## src/rtl/core/msd_pkg.sv

```systemverilog
// Shared types, constants and codes for the modulated stereo doubler.
`timescale 1ns / 1ps

package msd_pkg;

  localparam int SAMPLE_BITS      = 24;
  localparam int LINE_DEPTH_DEF   = 2048;
  localparam int SINE_ENTRIES_DEF = 1024;

  localparam int SAMPLE_MAX = (1 << (SAMPLE_BITS - 1)) - 1;
  localparam int SAMPLE_MIN = -(1 << (SAMPLE_BITS - 1));

  localparam int GAIN_W  = 16;
  localparam int STEP_W  = 21;
  localparam int BASE_W  = 19;
  localparam int DEPTH_W = 17;

  localparam int CFG_IDX_W  = 3;
  localparam int CFG_DATA_W = 21;

  localparam logic [CFG_IDX_W-1:0] REG_ENABLE      = 3'd0;
  localparam logic [CFG_IDX_W-1:0] REG_MIX_GAIN    = 3'd1;
  localparam logic [CFG_IDX_W-1:0] REG_STEP_LEFT   = 3'd2;
  localparam logic [CFG_IDX_W-1:0] REG_STEP_RIGHT  = 3'd3;
  localparam logic [CFG_IDX_W-1:0] REG_BASE_LEFT   = 3'd4;
  localparam logic [CFG_IDX_W-1:0] REG_BASE_RIGHT  = 3'd5;
  localparam logic [CFG_IDX_W-1:0] REG_MOD_DEPTH   = 3'd6;

  localparam logic [GAIN_W-1:0]  RST_MIX_GAIN   = 16'd11469;
  localparam logic [STEP_W-1:0]  RST_STEP_LEFT  = 21'd31317;
  localparam logic [STEP_W-1:0]  RST_STEP_RIGHT = 21'd41026;
  localparam logic [BASE_W-1:0]  RST_BASE_LEFT  = 19'd233472;
  localparam logic [BASE_W-1:0]  RST_BASE_RIGHT = 19'd331776;
  localparam logic [DEPTH_W-1:0] RST_MOD_DEPTH  = 17'd73728;

  // Shared multiplier: signed 25 x 18
  localparam int MUL_A_W = SAMPLE_BITS + 1;
  localparam int MUL_B_W = 18;
  localparam int PROD_W  = MUL_A_W + MUL_B_W;

  localparam int U_W    = 17;
  localparam int POLY_W = 18;
  localparam int SINE_W = 16;
  localparam int DLY_W  = 24;
  localparam int SUM_W  = SAMPLE_BITS + 3;

  localparam logic [POLY_W-1:0] POLY_A = 18'd102944;
  localparam logic [POLY_W-1:0] POLY_B = 18'd42334;
  localparam logic [POLY_W-1:0] POLY_C = 18'd5223;
  localparam logic [POLY_W-1:0] POLY_D = 18'd307;

  typedef struct packed {
    logic signed [SAMPLE_BITS-1:0] left_in;
    logic signed [SAMPLE_BITS-1:0] right_in;
  } in_word_t;

  typedef struct packed {
    logic signed [SAMPLE_BITS-1:0] left_out;
    logic signed [SAMPLE_BITS-1:0] right_out;
  } out_word_t;

  typedef struct packed {
    logic               enable;
    logic [GAIN_W-1:0]  mix_gain;
    logic [STEP_W-1:0]  phase_step_left;
    logic [STEP_W-1:0]  phase_step_right;
    logic [BASE_W-1:0]  base_delay_left;
    logic [BASE_W-1:0]  base_delay_right;
    logic [DEPTH_W-1:0] mod_depth;
  } cfg_t;

  typedef enum logic [3:0] {
    OP_NOP,
    OP_U,
    OP_UU,
    OP_C,
    OP_B,
    OP_A,
    OP_U3,
    OP_SINE,
    OP_DEPTH,
    OP_DELAY,
    OP_RD0,
    OP_RD1,
    OP_INT,
    OP_TAP,
    OP_GAIN,
    OP_SUM
  } op_t;

  typedef enum logic [4:0] {
    ST_IDLE,
    ST_U,
    ST_UU,
    ST_C,
    ST_B,
    ST_A,
    ST_U3,
    ST_SINE,
    ST_DEPTH,
    ST_DELAY,
    ST_RD0,
    ST_RD1,
    ST_INT,
    ST_TAP,
    ST_GAIN,
    ST_SUM,
    ST_FINISH
  } state_t;

  typedef struct packed {
    logic load;
    logic start;
    logic out_load;
    logic chan;
    op_t  op;
  } cmd_t;

endpackage

```

## src/rtl/core/msd_cfg.sv

```systemverilog
// Configuration register file for the modulated stereo doubler.
`timescale 1ns / 1ps

module msd_cfg (
  input  logic                           clk,
  input  logic                           rst_n,
  input  logic                           cfg_valid,
  output logic                           cfg_ready,
  input  logic [msd_pkg::CFG_IDX_W-1:0]  cfg_index,
  input  logic [msd_pkg::CFG_DATA_W-1:0] cfg_data,
  output msd_pkg::cfg_t                  cfg
);
  import msd_pkg::*;

  cfg_t cfg_r;

  assign cfg_ready = 1'b1;
  assign cfg       = cfg_r;

  always_ff @(posedge clk) begin
    if (!rst_n) begin
      cfg_r.enable           <= 1'b1;
      cfg_r.mix_gain         <= RST_MIX_GAIN;
      cfg_r.phase_step_left  <= RST_STEP_LEFT;
      cfg_r.phase_step_right <= RST_STEP_RIGHT;
      cfg_r.base_delay_left  <= RST_BASE_LEFT;
      cfg_r.base_delay_right <= RST_BASE_RIGHT;
      cfg_r.mod_depth        <= RST_MOD_DEPTH;
    end else if (cfg_valid && cfg_ready) begin
      unique case (cfg_index)
        REG_ENABLE:     cfg_r.enable           <= cfg_data[0];
        REG_MIX_GAIN:   cfg_r.mix_gain         <= cfg_data[GAIN_W-1:0];
        REG_STEP_LEFT:  cfg_r.phase_step_left  <= cfg_data[STEP_W-1:0];
        REG_STEP_RIGHT: cfg_r.phase_step_right <= cfg_data[STEP_W-1:0];
        REG_BASE_LEFT:  cfg_r.base_delay_left  <= cfg_data[BASE_W-1:0];
        REG_BASE_RIGHT: cfg_r.base_delay_right <= cfg_data[BASE_W-1:0];
        REG_MOD_DEPTH:  cfg_r.mod_depth        <= cfg_data[DEPTH_W-1:0];
        default: begin
        end
      endcase
    end
  end

endmodule

```

## config.mk

```make
export PLATFORM = sky130hd
export DESIGN_NAME = msd_cfg
export DESIGN_NICKNAME = d
export VERILOG_FILES = /design/src/rtl/core/msd_pkg.sv /design/src/rtl/core/msd_cfg.sv
export SDC_FILE = /design/constraint.sdc
export NUM_CORES = 1
export LEC_CHECK = 0
export BUFFER_PORTS_ARGS = -buffer_cell sky130_fd_sc_hd__buf_2
export CAP_MARGIN = 5
export CORE_MARGIN = 2
export CORE_UTILIZATION = 45
export CTS_BUF_LIST = sky130_fd_sc_hd__clkbuf_2 sky130_fd_sc_hd__clkbuf_4 sky130_fd_sc_hd__clkbuf_8
export CTS_CLUSTER_DIAMETER = 100
export DETAILED_ROUTE_END_ITERATION = 10
export GPL_TIMING_DRIVEN = 0
export PLACE_DENSITY = 0.71
export SLEW_MARGIN = 20
export SYNTH_ARGS = -nofsm -noshare
export SYNTH_HDL_FRONTEND = slang
export SYNTH_SLANG_ARGS = --single-unit
```

## constraint.sdc

```tcl
create_clock -name clk -period 2.2 [get_ports clk]
set_input_delay 0.11 -clock clk [delete_from_list [all_inputs] [get_ports clk]]
set_output_delay 0.11 -clock clk [all_outputs]
set_load 0.01 [all_outputs]
```

Word level (Yosys, flattened, before mapping):

Cells that the tools add are included.

* logic and storage cells: 21
* input port bits: 27
* bits in registers: 114

* equality and inequality tests: 6
* reduce and logical (&&, ||, !) cells: 8

Operator list (number)
* $reduce_and A2 Y1: 7
* $eq A3 B3 Y1 const B: 3
* $eq A3 B2 Y1 const B: 2
* $eq A3 B1 Y1 const B: 1
* $logic_not A3 Y1: 1

Depth between registers and ports, before layout:

* word-level depth: 2
* gate-level depth with buffers: 5
* mapped depth without buffers: 2

Worst setup path after synthesis:

OpenSTA, ideal clock, no wires.

* path kind: input to register
* start point: input cfg_index[2] in the netlist's numbering
* end point: register cfg_r, in the netlist cfg[81]
* library setup time: 0.072 ns
* required time: 2.128 ns
* cell stages on the path: 5
* setup slack: 1.237 ns
* data arrival time: 0.891 ns
* path through: buf_6 and4bb_1 buf_6 buf_12 mux2i_1

* cells in the longest elaborated chain, start to end: 2

RTL lines
* from (decl): RTL line msd_cfg.sv:9 `input logic [msd_pkg::CFG_IDX_W-1:0] cfg_index,`
* $eq A3 B2 Y1: RTL line msd_cfg.sv:30 `unique case (cfg_index)`
* $reduce_and A2 Y1 (no line)
* to (decl): RTL line msd_cfg.sv:15 `cfg_t cfg_r;`

Every way passes these cells.
A chain may end at the register's enable or synchronous reset.

Final worst setup path:

* start point: input cfg_index[2] in the netlist's numbering
* end point: register cfg_r, in the netlist cfg[84]

Same word-level chain as after synthesis.

==> summary.md <==
| Metric | Value |
|---|---|
| IO Port Bufs | ~140 |
| Post-Layout Cell Count | 745 |
| Final total power | around 4600 uW |
| Status | finished, final reports clean |
| Detailed placer's ending HPWL | 8.792 mm |
| Hold-fix buffers at CTS | 18 |
| Row count | 36 |
| Post-synth cell types | 19 |
| Avg Inst Size Synth | 10.67 um^2 |
| Worst Hold Class | primary input to register |
| Slew Limit Fails | 0 |
| CTS Sinks | between 100 and 150 |
| CTS tree | done |
| Num CTS Buffers | 17 |
| Drt wl/cell | 16.27 um |
| Worst-Margin Slew | around 590 ps |
| Post-Syn Nets | 454 |
| Crit path launch type | primary input |
| Filler Cell Count | 874 |
| Number of synthesized flops with an enable pin | 0 |
| Final setup fails | 0 |
| VDD IR-drop max | approximately 0.44 mV |
| Pre-Repair DR Iteration Count | 4 |
| CTS clk-pin slew, worst paths | 80 ps |
| Die area | 10950 um^2 |
| Yosys top cell by area | dfxtp_1 |
| Grt ovf | 0 |
| Async set-or-reset flop fraction in the synthesized netlist | 0% |
| Final worst path period need | 1204 ps |
| Unrepaired setup endpoints after global routing | no |
| Die width | 104.6 um |
| Clock Tree Buf Depth | 2 |
| Pin count of the biggest net entering global routing | 17 |
| Area Growth Syn to Fin | 31.70% |
| Top FF cell, synth | dfxtp_1 |
| Synth top area share | 50.07% |
| Ant diodes | 0 |
| Critical Path RT | 2550 ps |
| I/O Pins | 142 |
| Core area | between 9000 and 10000 um^2 |
| Slew margin rel. | 60.61% |
| Mapped Cells | 427 |
| Initial antenna violation count | 0 |
| Max Cap Viol | 0 |
| Mapped Area | 4558 um^2 |
| Ys Warns | 0 |
| CP arrival | ~1600 ps |
| Post_cts resized | 0 |
| #FFs+latches synth | about 110 |
| Total track usage | 22.41% |
| Die Y | 104.6 um |
| Initial DRC Count | 96 |
| CP endpoint kind | register |
| Residual DRC | 0 |
| Sequential element share of the synthesized area | between 50% and 60% |
| Post-CTS Setup Bufs | 0 |
| Final hold violations | 0 |
| Clock Skew | 0 ps |
| Most frequent cells in the layout | buf_2, mux2i_1, dfxtp_1 |
| Layout cells sized above 1 | 32.84% |
| Vias post-DR | 3591 |
| Wire length of the first global-routing pass | 19.08 mm |
| Via density | ~4.8 |
| H-tree lvl count | 4 |
| Placed cell count | 695 |
| Number of nets in the layout | 626 |
| Setup TNS | 0 ps |
| Total Wirelength | 12.12 mm |
| Worst hold slack | 22.77 ps |
| Most common cell after layout, fill and taps aside | buf_2 |
| Worst-skew pair later-pin latency | 410 ps |
| Initial core utilization | around 46% |
| Post-DRT Antenna Nets | 0 |
| Fmax | 0.8308 GHz |
| Clock root buffer | clkbuf_8 |
| Vias in the first global route | 3637 |
| CP Max Fanout | 10 |
| Final period utilization | a little over half |
| Final Wtd Congestion | 0.7917 |
| Largest register FFs | 114 |
| Leak | 0.003016 uW |
| CP Class | primary input to register |
| Synth top area cells | dfxtp_1, mux2i_1, nand2_1 |
| Pwr/cell area | between 700 and 800 nW/um^2 |
==> through the flow <==
| step | setup slack, ps | utilization [%] | cell area [um^2] |
|---|---|---|---|
| after floorplan | 1237 | - | 4558 |
| after global placement | 986.8 | 54.99 | 5400 |
| after detailed placement | 923.3 | 54.99 | 5400 |
| after CTS | 1009 | 61.14 | 6003 |
| after global routing | 955.0 | 61.14 | 6003 |
| final | 996.3 | 61.14 | 6003 |
==> report_power, final <==
| part | switching (uW) | internal [uW] | leakage (uW) |
|---|---|---|---|
| registers | 23.5 | 2110 | 0.000924 |
| logic | 206 | 165 | 0.00188 |
| clock network | 923 | 1150 | 0.000211 |
| total | 1150 | 3420 | 0.00302 |
==> cell usage after synthesis (2+ instances only) <==
library cell / instances
nor2b_1: 48
buf_12: 5
nand2_1: 104
mux2i_1: 114
clkbuf_2: 2
nand4b_1: 2
buf_4: 5
and4bb_2: 2
buf_2: 11
dfxtp_1: 114
buf_6: 7
clkbuf_1: 6
==> cell type report <==
cell class / instances / area [um^2] / share of cell area, %
clock buffers: 18 / 241.5 / 4.023
well taps: 133 / 166.4 / 2.772
repair buffers: 153 / 855.8 / 14.26
plain buffers: 36 / 304.0 / 5.065
multi-input cells: 277 / 1972 / 32.85
clock inverters: 14 / 181.4 / 3.022
flip-flops and latches: 114 / 2282 / 38.02
==> final timing paths <==
kind,start,to,slack [ps],cells after the start
setup / recovery,cfg_index[2],cfg[84],1000,6
hold / removal,cfg_data[0],cfg[113],20,3
setup reg to reg,cfg[89],cfg[89],1540,2
hold reg to reg,cfg[57],cfg[57],450,2
==> cell families (layout without fill, tap and decap cells) <==
logic type / after synthesis / count (layout) / share of synthesized area, %
multiplexers: 114 / 114 / 25.03
AND/OR/NAND/NOR: 162 / 162 / 18.14
other: 1 / 1 / 0.08227
buffers and inverters: 36 / 221 / 6.671
flip-flops: 114 / 114 / 50.07
==> layer usage <==
layer / wire length, um / GRT usage, % / vias up
met5: 0 / 0 / -
met4: 208 / 7.619 / 0
met3: 651 / 6.176 / 18
met2: 5880 / 37.63 / 103
met1: 5380 / 27.76 / 1714
li1: - / - / 1756
==> worst max-delay path, cell delays in order <==
cell and delay (ps):
dlygate4sd3_1 550, buf_6 140, and4bb_1 280, buf_6 130, buf_12 150, mux2i_1 200
Power figures use the tool's default switching activity.
