==> src/rtl/core/msd_pkg.sv <==
// Shared types, constants and codes for the modulated stereo doubler.
`timescale 1ns / 1ps

package msd_pkg;

  localparam int SAMPLE_BITS      = 24;
  localparam int LINE_DEPTH_DEF   = 2048;
  localparam int SINE_ENTRIES_DEF = 1024;

  localparam int SAMPLE_MAX = (1 << (SAMPLE_BITS - 1)) - 1;
  localparam int SAMPLE_MIN = -(1 << (SAMPLE_BITS - 1));

  localparam int GAIN_W  = 16;
  localparam int STEP_W  = 21;
  localparam int BASE_W  = 19;
  localparam int DEPTH_W = 17;

  localparam int CFG_IDX_W  = 3;
  localparam int CFG_DATA_W = 21;

  localparam logic [CFG_IDX_W-1:0] REG_ENABLE      = 3'd0;
  localparam logic [CFG_IDX_W-1:0] REG_MIX_GAIN    = 3'd1;
  localparam logic [CFG_IDX_W-1:0] REG_STEP_LEFT   = 3'd2;
  localparam logic [CFG_IDX_W-1:0] REG_STEP_RIGHT  = 3'd3;
  localparam logic [CFG_IDX_W-1:0] REG_BASE_LEFT   = 3'd4;
  localparam logic [CFG_IDX_W-1:0] REG_BASE_RIGHT  = 3'd5;
  localparam logic [CFG_IDX_W-1:0] REG_MOD_DEPTH   = 3'd6;

  localparam logic [GAIN_W-1:0]  RST_MIX_GAIN   = 16'd11469;
  localparam logic [STEP_W-1:0]  RST_STEP_LEFT  = 21'd31317;
  localparam logic [STEP_W-1:0]  RST_STEP_RIGHT = 21'd41026;
  localparam logic [BASE_W-1:0]  RST_BASE_LEFT  = 19'd233472;
  localparam logic [BASE_W-1:0]  RST_BASE_RIGHT = 19'd331776;
  localparam logic [DEPTH_W-1:0] RST_MOD_DEPTH  = 17'd73728;

  // Shared multiplier: signed 25 x 18
  localparam int MUL_A_W = SAMPLE_BITS + 1;
  localparam int MUL_B_W = 18;
  localparam int PROD_W  = MUL_A_W + MUL_B_W;

  localparam int U_W    = 17;
  localparam int POLY_W = 18;
  localparam int SINE_W = 16;
  localparam int DLY_W  = 24;
  localparam int SUM_W  = SAMPLE_BITS + 3;

  localparam logic [POLY_W-1:0] POLY_A = 18'd102944;
  localparam logic [POLY_W-1:0] POLY_B = 18'd42334;
  localparam logic [POLY_W-1:0] POLY_C = 18'd5223;
  localparam logic [POLY_W-1:0] POLY_D = 18'd307;

  typedef struct packed {
    logic signed [SAMPLE_BITS-1:0] left_in;
    logic signed [SAMPLE_BITS-1:0] right_in;
  } in_word_t;

  typedef struct packed {
    logic signed [SAMPLE_BITS-1:0] left_out;
    logic signed [SAMPLE_BITS-1:0] right_out;
  } out_word_t;

  typedef struct packed {
    logic               enable;
    logic [GAIN_W-1:0]  mix_gain;
    logic [STEP_W-1:0]  phase_step_left;
    logic [STEP_W-1:0]  phase_step_right;
    logic [BASE_W-1:0]  base_delay_left;
    logic [BASE_W-1:0]  base_delay_right;
    logic [DEPTH_W-1:0] mod_depth;
  } cfg_t;

  typedef enum logic [3:0] {
    OP_NOP,
    OP_U,
    OP_UU,
    OP_C,
    OP_B,
    OP_A,
    OP_U3,
    OP_SINE,
    OP_DEPTH,
    OP_DELAY,
    OP_RD0,
    OP_RD1,
    OP_INT,
    OP_TAP,
    OP_GAIN,
    OP_SUM
  } op_t;

  typedef enum logic [4:0] {
    ST_IDLE,
    ST_U,
    ST_UU,
    ST_C,
    ST_B,
    ST_A,
    ST_U3,
    ST_SINE,
    ST_DEPTH,
    ST_DELAY,
    ST_RD0,
    ST_RD1,
    ST_INT,
    ST_TAP,
    ST_GAIN,
    ST_SUM,
    ST_FINISH
  } state_t;

  typedef struct packed {
    logic load;
    logic start;
    logic out_load;
    logic chan;
    op_t  op;
  } cmd_t;

endpackage

==> src/rtl/core/msd_ctrl.sv <==
// Controller: handshakes and step sequence for one stereo word.
`timescale 1ns / 1ps

module msd_ctrl (
  input  logic          clk,
  input  logic          rst_n,
  input  logic          enable,
  input  logic          in_valid,
  output logic          in_stall,
  output logic          out_valid,
  input  logic          out_stall,
  output msd_pkg::cmd_t cmd
);
  import msd_pkg::*;

  state_t state_r, state_nxt;
  logic   chan_r, chan_nxt;
  logic   out_valid_r, out_valid_nxt;

  always_ff @(posedge clk) begin
    if (!rst_n) begin
      state_r     <= ST_IDLE;
      chan_r      <= 1'b0;
      out_valid_r <= 1'b0;
    end else begin
      state_r     <= state_nxt;
      chan_r      <= chan_nxt;
      out_valid_r <= out_valid_nxt;
    end
  end

  always_comb begin
    state_nxt     = state_r;
    chan_nxt      = chan_r;
    out_valid_nxt = out_valid_r && out_stall;
    cmd           = '0;
    cmd.op        = OP_NOP;
    cmd.chan      = chan_r;
    unique case (state_r)
      ST_IDLE: begin
        if (in_valid) begin
          cmd.load = 1'b1;
          chan_nxt = 1'b0;
          if (enable) begin
            cmd.start = 1'b1;
            state_nxt = ST_U;
          end else begin
            state_nxt = ST_FINISH;
          end
        end
      end
      ST_U: begin
        cmd.op    = OP_U;
        state_nxt = ST_UU;
      end
      ST_UU: begin
        cmd.op    = OP_UU;
        state_nxt = ST_C;
      end
      ST_C: begin
        cmd.op    = OP_C;
        state_nxt = ST_B;
      end
      ST_B: begin
        cmd.op    = OP_B;
        state_nxt = ST_A;
      end
      ST_A: begin
        cmd.op    = OP_A;
        state_nxt = ST_U3;
      end
      ST_U3: begin
        cmd.op    = OP_U3;
        state_nxt = ST_SINE;
      end
      ST_SINE: begin
        cmd.op    = OP_SINE;
        state_nxt = ST_DEPTH;
      end
      ST_DEPTH: begin
        cmd.op    = OP_DEPTH;
        state_nxt = ST_DELAY;
      end
      ST_DELAY: begin
        cmd.op    = OP_DELAY;
        state_nxt = ST_RD0;
      end
      ST_RD0: begin
        cmd.op    = OP_RD0;
        state_nxt = ST_RD1;
      end
      ST_RD1: begin
        cmd.op    = OP_RD1;
        state_nxt = ST_INT;
      end
      ST_INT: begin
        cmd.op    = OP_INT;
        state_nxt = ST_TAP;
      end
      ST_TAP: begin
        cmd.op    = OP_TAP;
        state_nxt = ST_GAIN;
      end
      ST_GAIN: begin
        cmd.op    = OP_GAIN;
        state_nxt = ST_SUM;
      end
      ST_SUM: begin
        cmd.op = OP_SUM;
        if (chan_r) begin
          state_nxt = ST_FINISH;
        end else begin
          chan_nxt  = 1'b1;
          state_nxt = ST_U;
        end
      end
      ST_FINISH: begin
        // hold until the output slot frees
        if (!out_valid_r || !out_stall) begin
          cmd.out_load  = 1'b1;
          out_valid_nxt = 1'b1;
          state_nxt     = ST_IDLE;
        end
      end
      default: begin
        state_nxt = ST_IDLE;
      end
    endcase
  end

  assign in_stall  = (state_r != ST_IDLE);
  assign out_valid = out_valid_r;

  a_no_overwrite: assert property (@(posedge clk) disable iff (!rst_n)
    cmd.out_load |-> (!out_valid_r || !out_stall))
    else $error("output word overwritten while stalled");

  a_start_left: assert property (@(posedge clk) disable iff (!rst_n)
    (state_r == ST_IDLE && in_valid && enable) |=> (state_r == ST_U && !chan_r))
    else $error("enabled word did not start on the left channel");

  a_right_done: assert property (@(posedge clk) disable iff (!rst_n)
    (state_r == ST_SUM && chan_r) |=> (state_r == ST_FINISH))
    else $error("right channel sum not followed by finish");

endmodule

==> config.mk <==
export PLATFORM = sky130hd
export DESIGN_NAME = msd_ctrl
export DESIGN_NICKNAME = d
export VERILOG_FILES = /design/src/rtl/core/msd_pkg.sv /design/src/rtl/core/msd_ctrl.sv
export SDC_FILE = /design/constraint.sdc
export NUM_CORES = 1
export LEC_CHECK = 0
export BUFFER_PORTS_ARGS = -buffer_cell sky130_fd_sc_hd__buf_2
export CAP_MARGIN = 30
export CORE_AREA = 3 3 40 42
export CTS_CLUSTER_DIAMETER = 150
export DETAILED_ROUTE_END_ITERATION = 10
export DIE_AREA = 0 0 43 45
export GPL_ROUTABILITY_DRIVEN = 1
export GPL_TIMING_DRIVEN = 0
export PLACE_DENSITY = 0.64
export REMOVE_ABC_BUFFERS = 1
export SYNTH_ARGS = -nofsm -noshare
export SYNTH_HDL_FRONTEND = slang
export SYNTH_SLANG_ARGS = --single-unit
==> constraint.sdc <==
create_clock -name clk -period 3.8 [get_ports clk]
set_input_delay 0.76 -clock clk [delete_from_list [all_inputs] [get_ports clk]]
set_output_delay 0.76 -clock clk [all_outputs]
set_load 0.05 [all_outputs]
# After elaboration in Yosys (flattened, before gate mapping)

Cells that the tools add are included.

Equality and inequality tests: 18
Mux-type cells: 15
Reductions and logical operators: 9

Operator list:

| cell                                                             | count |
|---|---|
| 5-bit case mux with 17 select lines                              | 1 |
| 4-bit case mux with 15 select lines                              | 1 |
| 5-bit by 4-bit == test with 1-bit output (second input constant) | 8 |
| 5-bit by 3-bit == test with 1-bit output (second input constant) | 4 |
| 5-bit 2-to-1 mux                                                 | 4 |
| 5-bit by 2-bit == test with 1-bit output (second input constant) | 2 |
| 1-bit 2-to-1 mux                                                 | 6 |
| 5-bit by 1-bit == test with 1-bit output (second input constant) | 1 |
| 5-bit == test (second input constant)                            | 1 |
| 5-bit logical NOT                                                | 1 |
| 5-bit nonzero test                                               | 1 |
| 2-bit 2-to-1 mux                                                 | 2 |
| 2-bit != test (second input constant)                            | 2 |
| 2-bit AND reduction                                              | 2 |
| 1-bit logical NOT                                                | 2 |
| 1-bit case mux with 2 select lines                               | 1 |
| 2-bit nonzero test                                               | 1 |
| 1-bit logical AND                                                | 1 |
| 1-bit logical OR                                                 | 1 |

Register bits: 7
Input bits: 5
Output and inout bits: 10
Word-level logic and storage cells: 45

# Logic depth before layout (Yosys ltp)

Gate-level depths: netlist of the first run.

Depth after elaboration: 4
Mapped depth: 5
Mapped depth without buffers: 4

# Least setup slack after synthesis of the first run

OpenSTA, ideal clock, no wires.

Path type: register -> output
From: reg state_r[1]
To: out cmd[5] (netlist name)
Data arrival time: 1.549 ns
Required time: 3.040 ns
Path slack: 1.491 ns
Cell stages (with the launch flop): 5
Path buffers: 1
Cell sequence: dfxtp_1 buf_2 nor4_1 nand2_1 a21oi_1

RTL lines:

| what                   | RTL line       | text |
|---|---|---|
| from (decl)            | msd_ctrl.sv:16 | `state_t state_r, state_nxt;` |
| from (signal assigned) | msd_ctrl.sv:26 | `state_r <= state_nxt;` |
| to (decl)              | msd_ctrl.sv:12 | `output msd_pkg::cmd_t cmd` |

==> Implementation_results.wiki, run 1 <==
{| class="wikitable"
! Metric !! Value
|-
| Run status || finished, final reports clean
|-
| Core Region || 1280 µm²
|-
| Detail Route Antenna Nets || 0
|-
| Buffering stage count on the worst path with inverters included || 1
|-
| Power density cells || 501 nW/µm²
|-
| Max frequency || between 300 and 400 MHz
|-
| IO Count || 15
|-
| Min Clock Period, post-route || roughly 2.5 ns
|-
| Full die area || 1940 µm²
|-
| TritonRoute pass-1 iters || 2
|-
| Setup crit end kind || primary output
|-
| Buffer levels on the longest clock path || 2
|-
| Worst min-delay path class || flip-flop to flip-flop
|-
| Worst EP arrival || 1.78 ns
|-
| CTS tree || done
|-
| Share of the synthesized area in the top cell type || 0.356
|-
| Sort of element at the start of the critical path || flip-flop
|-
| Wire length of the first global-routing pass || 1360 µm
|-
| Lkg Pwr || between 0.2 and 0.25 nW
|-
| Largest clock skew in the final design || 0.00108 ns
|-
| Number of vias per cell || ~4.9
|-
| Via count || 380
|-
| Layout Nets || 69
|-
| Tightest Pin Transition || about 0.33 ns
|-
| IR Drop Worst-Case VDD || 0.128 mV
|-
| Setup repair after global routing missed its margin || no
|-
| Worst setup path class || flip-flop to primary output
|-
| Overall Global Routing Usage || 0.0959
|-
| Layout Area Growth over Synthesis || 23.2%
|-
| Total global routing overflow || 0
|-
| Clock buffer count from CTS || 3
|-
| Min-Delay Startpoint || chan_r
|-
| Seq/Total Area, Yosys || 0.356
|-
| Final Cycle Share || 0.667
|-
| Clock Pin Slew Worst Setup and Hold Paths || 0.05 ns
|-
| Antenna violations before repair || 0
|-
| Cell taking the most area after synthesis || sky130_fd_sc_hd__dfxtp_1
|-
| Initial cell density of the core || 0.307
|-
| Post-route setup TNS || 0 ns
|-
| Chip Width || 43 µm
|-
| Vertical extent of the die || 45 µm
|-
| FF+latch count, synth || 7
|-
| Combined area of all synthesized cells || between 300 and 400 µm²
|-
| CP max stage cell || sky130_fd_sc_hd__or4_4
|-
| Largest cells by area after synthesis || sky130_fd_sc_hd__dfxtp_1, sky130_fd_sc_hd__nor2b_1, sky130_fd_sc_hd__nand2_1
|-
| Final count of hold timing violations || 0
|-
| Total Power Consumption || 0.243 mW
|-
| Hold buffer count at CTS || 0
|-
| Category of cells accounting for the largest share of critical-path delay || simple AND/OR/NAND/NOR gates
|-
| Share of post-route cells with drive strength above 1 || 0.365
|-
| Data required time at the worst endpoint || 3.04 ns
|-
| Number of fillers in the final layout || 152
|-
| Remaining max-slew budget at the tightest pin || 0.779
|-
| Number of setup buffers added after CTS || 0
|-
| Reg2reg setup slack || 2.39 ns
|-
| CTS Root Cell || sky130_fd_sc_hd__clkbuf_4
|-
| End point of the worst hold path || chan_r
|-
| Number of sinks on the clock net || 7
|-
| Critical path's largest stage delay || 0.59 ns
|-
| Ordered cell list for the critical path || or4_4 -> nor2_2 -> and3_2 -> buf_2
|-
| Detailed placement HPWL || 638 µm
|-
| Total area of multi-input combinational cells || 223 µm²
|-
| Crit Reg-Reg Startpoint || state_r[0]
|-
| Post-detailed-routing wire length || 802 µm
|-
| FF+latch area || between 100 and 150 µm²
|-
| Gp weighted congestion || 0.688
|-
| Cell depth of the worst hold path || 2
|-
| Distinct cells, synth || 26
|-
| Clock insertion delay at the later pin of the skew report || 0.25 ns
|-
| Number of cells traversed by the worst register-to-register path || 4
|-
| Final Setup Violations || 0
|-
| Number of remaining DRC errors || 0
|-
| Max-slew violations || 0
|-
| Pin count of the biggest net entering global routing || 10
|-
| Crit Path Max Fanout || 9
|-
| Routed len/inst || 10.3 µm
|-
| Number of global-route vias before repair || around 330
|-
| Number of violations reported at the end of detailed-routing iteration 0 || 4
|-
| Number of warnings issued by yosys || 0
|-
| Number of max-cap violations || 0
|-
| Inserted Diodes || 0
|-
| Level count of the clock H-tree || 1
|-
| Synthesized netlist cell count || 48
|-
| # rows || 13
|-
| R2r endpoint || chan_r
|-
| Count of input and output buffers || 14
|-
| Average cell area after synthesis || 8.21 µm²
|-
| Post-CTS resize count || 0
|}
-- report_power, final --
part           leakage (nW)  internal, mW  total [mW]  switching (mW)
Clock                0.0150        0.0401      0.0672          0.0272
Combinational         0.156        0.0280      0.0877          0.0597
Sequential           0.0568        0.0784      0.0883         0.00993
-- per-layer routing --
metal	GRT usage	wire [µm]	share of wire
met5	0	0	0
met3	0.0239	38	0.047
met4	0.0723	0	0
met2	0.144	398	0.50
met1	0.119	364	0.45
-- cell usage in the layout, fill, tap and decap left out --
master	netlist	routed
sky130_fd_sc_hd__nand2_1	5	5
sky130_fd_sc_hd__o21ai_2	1	1
sky130_fd_sc_hd__nor2b_1	4	4
sky130_fd_sc_hd__nor4_1	1	1
sky130_fd_sc_hd__a21boi_0	1	1
sky130_fd_sc_hd__or4_4	1	1
sky130_fd_sc_hd__buf_2	1	14
sky130_fd_sc_hd__nor3_2	1	1
sky130_fd_sc_hd__o21bai_1	1	1
sky130_fd_sc_hd__xnor2_1	1	1
sky130_fd_sc_hd__inv_1	2	2
sky130_fd_sc_hd__nand3_1	2	2
sky130_fd_sc_hd__a221oi_1	1	1
sky130_fd_sc_hd__dfxtp_1	7	7
sky130_fd_sc_hd__o22ai_1	1	1
sky130_fd_sc_hd__a21oi_1	2	2
sky130_fd_sc_hd__and3_2	1	1
sky130_fd_sc_hd__nor2_1	5	5
sky130_fd_sc_hd__clkbuf_1	0	1
sky130_fd_sc_hd__and2_4	1	1
sky130_fd_sc_hd__nor3_1	2	2
sky130_fd_sc_hd__nand2b_1	1	1
sky130_fd_sc_hd__nor2_2	1	1
sky130_fd_sc_hd__xor2_1	2	2
sky130_fd_sc_hd__and4_1	1	1
sky130_fd_sc_hd__clkbuf_4	0	3
-- layout make-up --
cell class / instances / area share
clock buffer: 4 / 0.0541
inverter: 2 / 0.0155
multi-input combinational: 36 / 0.459
sequential: 7 / 0.289
tap: 15 / 0.0387
timing repair buffer: 14 / 0.144
-- per-stage QoR --
stage                     worst slack, ns  cells  area (µm²)  hold WS, ns  utilization
after floorplan                      1.53     45         370        0.550            -
after global placement               1.53     74         459        0.478        0.357
after detailed placement             1.52     74         459        0.489        0.357
after CTS                            1.25     78         485        0.497        0.378
after global routing                 1.15     78         485        0.524        0.378
final                                1.26     78         485        0.489        0.378
-- worst max-delay path by stage --
stage	start	to	slack (ns)	depth (start not counted)
3_3_place_gp	state_r[0]	cmd[6]	1.53	4
6_report	state_r[0]	cmd[6]	1.26	4
4_1_cts	state_r[0]	cmd[6]	1.25	4
5_1_grt	state_r[0]	cmd[6]	1.15	4
2_1_floorplan	state_r[0]	cmd[5]	1.53	3
3_5_place_dp	state_r[0]	cmd[6]	1.52	4
-- Yosys cell counts, drive strengths merged --
| library cell | n |
|---|---|
| nand2b | 1 |
| nor2 | 6 |
| o21ai | 1 |
| nand2 | 5 |
| and4 | 1 |
| nor4 | 1 |
| a221oi | 1 |
| inv | 2 |
| o22ai | 1 |
| nand3 | 2 |
| nor3 | 3 |
| xnor2 | 1 |
| or4 | 1 |
| a21oi | 2 |
| o21bai | 1 |
| dfxtp | 7 |
| and3 | 1 |
| nor2b | 4 |
| buf | 3 |
| a21boi | 1 |
| xor2 | 2 |
| and2 | 1 |
-- kinds of logic after synthesis --
kind of cell | Yosys count | share of synthesized area
buffers and inverters | 5 | 0.0794
flip-flops | 7 | 0.356
XOR/XNOR | 3 | 0.0667
AND/OR/NAND/NOR | 26 | 0.375
AO/OA/AOI/OAI | 7 | 0.124
-- sequential cells by signal, summed over array words and instances, names as in the netlist --
register   flops
out_valid      1
state_r        5
chan_r         1
-- tightest hold or removal path: stages, from the launching register on --
cell                      delay, ns
sky130_fd_sc_hd__dfxtp_1       0.33
sky130_fd_sc_hd__nand2_1       0.08
sky130_fd_sc_hd__o21ai_2       0.04
No activity file was read; power rests on OpenSTA's default activity.
==> inputs of run 2 (changes only) <==
Settings changed: PLACE_DENSITY 0.64 to 0.66.
Clock period 3.8 ns to 2.25 ns, I/O delays scaled along.
==> Implementation_results.wiki, run 2 (synthesized netlist as in run 1, its figures left out) <==
{| class="wikitable"
! Metric !! Value
|-
| Run status || finished, final reports clean
|-
| Most flops, register || state_r
|-
| Gp weighted congestion || about 0.70
|-
| Post-CTS resize count || 0
|-
| Worst min-delay path class || primary input to flip-flop
|-
| Data required time at the worst endpoint || 1.80 ns
|-
| Category of cells accounting for the largest share of critical-path delay || simple AND/OR/NAND/NOR gates
|-
| Number of cells traversed by the worst register-to-register path || 4
|-
| Buffering stage count on the worst path with inverters included || 1
|-
| Detailed placement HPWL || around 650 µm
|-
| CTS tree || done
|-
| Total global routing overflow || 0
|-
| Antenna violations before repair || 0
|-
| Number of sinks on the clock net || 7
|-
| Share of post-route cells with drive strength above 1 || 0.397
|-
| Layout Nets || 69
|-
| Clock buffer count from CTS || 3
|-
| Leading cell type in the layout, fill and taps excluded || sky130_fd_sc_hd__buf_2
|-
| Critical path's largest stage delay || 0.56 ns
|-
| Post-Route Hold Slack || 0.470 ns
|-
| Crit Reg-Reg Startpoint || state_r[0]
|-
| # rows || 13
|-
| Worst setup path class || flip-flop to primary output
|-
| Wire length of the first global-routing pass || 1210 µm
|-
| Final Cycle Share || 0.951
|-
| Min Clock Period, post-route || ~2.1 ns
|-
| Tightest Pin Transition || 0.316 ns
|-
| Ordered cell list for the critical path || or4_4 -> nor2_2 -> and2_4 -> clkbuf_4
|-
| Largest clock skew in the final design || just under 0.004 ns
|-
| Worst EP arrival || 1.69 ns
|-
| Depth of the critical timing path with buffers and inverters included || 4
|-
| Worst setup path startpoint || state_r[0]
|-
| Flip-flop count of the largest register after layout || 5
|-
| Post-route setup TNS || 0 ns
|-
| Number of setup buffers added after CTS || 0
|-
| Chip Width || 43 µm
|-
| Core Region || 1280 µm²
|-
| Sort of element at the start of the critical path || flip-flop
|-
| Hold buffer count at CTS || 0
|-
| Pin count of the biggest net entering global routing || 10
|-
| Dpl cell area || 459 µm²
|-
| Layout Area Growth over Synthesis || 25.1%
|-
| Number of remaining DRC errors || 0
|-
| Post-detailed-routing wire length || 806 µm
|-
| Final count of hold timing violations || 0
|-
| Max frequency || 467 MHz
|-
| Setup crit end kind || primary output
|-
| Setup repair after global routing missed its margin || no
|-
| Max-slew violations || 0
|-
| Detail Route Antenna Nets || 0
|-
| Inserted Diodes || 0
|-
| CP max stage cell || sky130_fd_sc_hd__or4_4
|-
| CTS Root Cell || sky130_fd_sc_hd__clkbuf_4
|-
| Power density cells || between 800 and 900 nW/µm²
|-
| Via count || about 360
|-
| Clock insertion delay at the later pin of the skew report || 0.25 ns
|-
| Overall Global Routing Usage || 0.0925
|-
| Number of violations reported at the end of detailed-routing iteration 0 || 6
|-
| Crit Path Max Fanout || 9
|-
| Min-Delay Startpoint || out_stall
|-
| Full die area || 1940 µm²
|-
| Post-route standard cell area excluding fillers || 493 µm²
|-
| Clock Pin Slew Worst Setup and Hold Paths || approximately 0.050 ns
|-
| Count of input and output buffers || 14
|-
| Number of global-route vias before repair || 278
|-
| Top library cells by usage in the layout, fill and taps aside || sky130_fd_sc_hd__buf_2, sky130_fd_sc_hd__nand2_1, sky130_fd_sc_hd__nor2_1, sky130_fd_sc_hd__dfxtp_1
|-
| Level count of the clock H-tree || 1
|-
| Final Setup Violations || 0
|-
| IR Drop Worst-Case VDD || 0.256 mV
|-
| Vertical extent of the die || roughly 45 µm
|-
| Remaining max-slew budget at the tightest pin || 0.789
|-
| Cell depth of the worst hold path || 3
|-
| Buffer levels on the longest clock path || 2
|-
| Number of vias per cell || about 4.7
|-
| Lkg Pwr || roughly 0.23 nW
|-
| IO Count || 15
|-
| Routed len/inst || around 10 µm
|-
| TritonRoute pass-1 iters || 4
|-
| Initial cell density of the core || 0.307
|-
| Number of max-cap violations || 0
|}
## run 2: changes by cell type in the layout (fill, tap and decap cells not counted)
cell                       previous run  this run
sky130_fd_sc_hd__buf_2               14        12
sky130_fd_sc_hd__dfxtp_1              7         5
sky130_fd_sc_hd__dfxtp_2              0         2
sky130_fd_sc_hd__buf_4                0         1
sky130_fd_sc_hd__clkbuf_4             3         4
## run 2: area by class of cell
cell class / count / area (µm²)
timing repair buffer: 14 / 75.1
multi-input combinational: 36 / 223
clock buffer: 4 / 26.3
sequential: 7 / 143
inverter: 2 / 7.51
tap: 15 / 18.8
fill: 139 / 792
## run 2: worst paths after layout
kind / to / slack [ns]
min: out_valid / 0.47
max: cmd[7] / 0.11
min reg2reg: out_valid / 0.50
max reg2reg: chan_r / 0.87
## run 2: worst register-to-register path, stage by stage, from the launching register on
cell and delay (ns):
sky130_fd_sc_hd__dfxtp_2 0.36, sky130_fd_sc_hd__or4_4 0.56, sky130_fd_sc_hd__nor2_2 0.14, sky130_fd_sc_hd__and2_4 0.16, sky130_fd_sc_hd__o21ai_2 0.06
## run 2: metrics by stage
step            util  instances  worst slack (ns)  power, mW
5_1_grt        0.384         78            0.0247      0.445
3_3_place_gp   0.357         74             0.295      0.299
6_report       0.384         78             0.111      0.416
2_1_floorplan      -         45             0.291      0.269
4_1_cts        0.378         78           0.00767      0.418
3_5_place_dp   0.357         74             0.288      0.301
## run 2: power breakdown
part	leakage, nW	internal [mW]	switching (mW)	total (mW)
sequential	0.0577	0.134	0.0162	0.150
clock	0.0150	0.0676	0.0458	0.113
combinational	0.156	0.0501	0.103	0.153
total	0.229	0.251	0.165	0.416
## run 2: per-layer routing
metal	global-route usage	routed length, µm	up-vias
met5	0	0	-
met1	0.0990	361	162
met2	0.138	403	7
met4	0.0904	13	0
met3	0.0359	28	2
li1	-	-	193
==> inputs of run 3 (changes only) <==
Settings changed: CTS_BUF_LIST set to sky130_fd_sc_hd__clkbuf_8.
==> Implementation_results.wiki, run 3 (synthesized netlist as in run 1, its figures left out) <==
{| class="wikitable"
! Metric !! Value
|-
| Run status || finished, final reports clean
|-
| Min Clock Period, post-route || 2.15 ns
|-
| Depth of the critical timing path with buffers and inverters included || 4
|-
| Number of cells traversed by the worst register-to-register path || 4
|-
| Number of vias per cell || 4.63
|-
| Vertical extent of the die || 45 µm
|-
| Critical path's largest stage delay || about 0.58 ns
|-
| Worst min-delay path class || primary input to flip-flop
|-
| Top library cells by usage in the layout, fill and taps aside || sky130_fd_sc_hd__buf_2, sky130_fd_sc_hd__dfxtp_1, sky130_fd_sc_hd__nand2_1, sky130_fd_sc_hd__nor2_1, sky130_fd_sc_hd__nor2b_1
|-
| Number of sinks on the clock net || 7
|-
| Setup repair after global routing missed its margin || no
|-
| Worst setup path class || flip-flop to primary output
|-
| Core Region || 1280 µm²
|-
| Leading cell type in the layout, fill and taps excluded || sky130_fd_sc_hd__buf_2
|-
| Layout Nets || 69
|-
| Routed len/inst || 10.2 µm
|-
| Full die area || 1940 µm²
|-
| Clock Pin Slew Worst Setup and Hold Paths || 0.04 ns
|-
| Power density cells || 925 nW/µm²
|-
| Ordered cell list for the critical path || or4_4 -> nor2_2 -> and2_4 -> clkbuf_4
|-
| Crit Path Max Fanout || 9
|-
| IO Count || 15
|-
| Detail Route Antenna Nets || 0
|-
| Worst setup timing slack at the placement stage || approximately 0.29 ns
|-
| Detailed placement HPWL || approximately 650 µm
|-
| Reg2reg setup slack || about 0.83 ns
|-
| Worst EP arrival || 1.70 ns
|-
| Max-slew violations || 0
|-
| CTS tree || done
|-
| Tightest Pin Transition || 0.306 ns
|-
| Post-detailed-routing wire length || 795 µm
|-
| Most flops, register || state_r
|-
| Crit Reg-Reg Startpoint || state_r[0]
|-
| Antenna violations before repair || 0
|-
| Wire length of the first global-routing pass || 1190 µm
|-
| Setup crit end kind || primary output
|-
| Largest clock skew in the final design || between 0.001 and 0.0015 ns
|-
| Pin count of the biggest net entering global routing || 10
|-
| Data required time at the worst endpoint || 1.80 ns
|-
| Sort of element at the start of the critical path || flip-flop
|-
| Worst setup path startpoint || state_r[0]
|-
| CP max stage cell || sky130_fd_sc_hd__or4_4
|-
| Flip-flop count of the largest register after layout || 5
|-
| Final Cycle Share || 0.957
|-
| Share of post-route cells with drive strength above 1 || 0.365
|-
| Max frequency || 464 MHz
|-
| Chip Width || 43 µm
|-
| TritonRoute pass-1 iters || 4
|-
| Via count || ~360
|-
| Number of remaining DRC errors || 0
|-
| Post-route setup TNS || 0 ns
|-
| Number of setup buffers added after CTS || 0
|-
| Buffering stage count on the worst path with inverters included || 1
|-
| Category of cells accounting for the largest share of critical-path delay || simple AND/OR/NAND/NOR gates
|-
| Inserted Diodes || 0
|-
| Level count of the clock H-tree || 1
|-
| Layout Area Growth over Synthesis || 29.2%
|-
| Number of violations reported at the end of detailed-routing iteration 0 || 8
|-
| Overall Global Routing Usage || 0.0875
|-
| Gp weighted congestion || 0.700
|-
| Number of global-route vias before repair || 281
|-
| Timing endpoint of the critical path || cmd[7]
|-
| Final Setup Violations || 0
|-
| Final count of hold timing violations || 0
|-
| Number of max-cap violations || 0
|-
| Clock insertion delay at the later pin of the skew report || 0.23 ns
|-
| Total global routing overflow || 0
|-
| Clock buffer count from CTS || 3
|-
| Buffer levels on the longest clock path || 2
|-
| Worst Setup Slack, final || 0.0961 ns
|-
| IR Drop Worst-Case VDD || about 0.24 mV
|-
| Count of input and output buffers || 14
|-
| CTS Root Cell || sky130_fd_sc_hd__clkbuf_8
|-
| # rows || 13
|-
| R2r endpoint || chan_r
|-
| Lkg Pwr || 0.240 nW
|-
| Initial cell density of the core || 0.307
|-
| Remaining max-slew budget at the tightest pin || 0.796
|}
## run 3: cell types whose count changed in the layout (fill, tap and decap cells not counted), sizes merged
cell,before,now
inv,2,3
clkbuf,5,4
## run 3: worst min path at each step
stage / end / start / cells past startpoint
floorplan: state_r[3] / state_r[3] / 2
global placement: chan_r / chan_r / 2
detailed placement: out_valid / out_valid / 2
CTS: out_valid / out_stall / 3
global route: out_valid / out_stall / 3
finish: out_valid / out_stall / 3
## run 3: per-stage QoR
stage,total power [mW],std cells,hold slack [ns],utilization,instance area (µm²)
6_report,0.471,78,0.496,0.396,509
3_3_place_gp,0.299,74,0.481,0.357,459
3_5_place_dp,0.301,74,0.492,0.357,459
5_1_grt,0.499,78,0.519,0.396,509
2_1_floorplan,0.269,45,0.550,-,370
4_1_cts,0.475,78,0.494,0.392,504
## run 3: layer usage
layer  GRT usage  wire length (µm)  vias to the layer above
met5           0                 0                        -
met4      0.0723                20                        0
li1            -                 -                      192
met1      0.0990               347                      160
met2       0.138               394                        7
met3      0.0239                34                        2
## run 3: area by class of cell
cell class,count,area (µm²)
clock buffer,3,41.3
clock inverter,1,3.75
fill,132,776
inverter,2,7.51
multi-input combinational,36,223
sequential,7,140
tap,15,18.8
timing repair buffer,14,75.1
## run 3: power by group
part	total (mW)	internal, mW	switching, mW
logic	0.152	0.0500	0.102
registers	0.149	0.133	0.0159
clock network	0.170	0.118	0.0519
total	0.471	0.301	0.170
## run 3: worst register-to-register path: stages (launching register included)
cell	delay (ns)
sky130_fd_sc_hd__dfxtp_1	0.38
sky130_fd_sc_hd__or4_4	0.58
sky130_fd_sc_hd__nor2_2	0.14
sky130_fd_sc_hd__and2_4	0.16
sky130_fd_sc_hd__o21ai_2	0.06
## run 3: timing repair
| item | in CTS | in global routing |
|---|---|---|
| hold buffers | 0 | 0 |
| resized for setup | 0 | 3 |
| setup endpoints to repair | 0 | 2 |
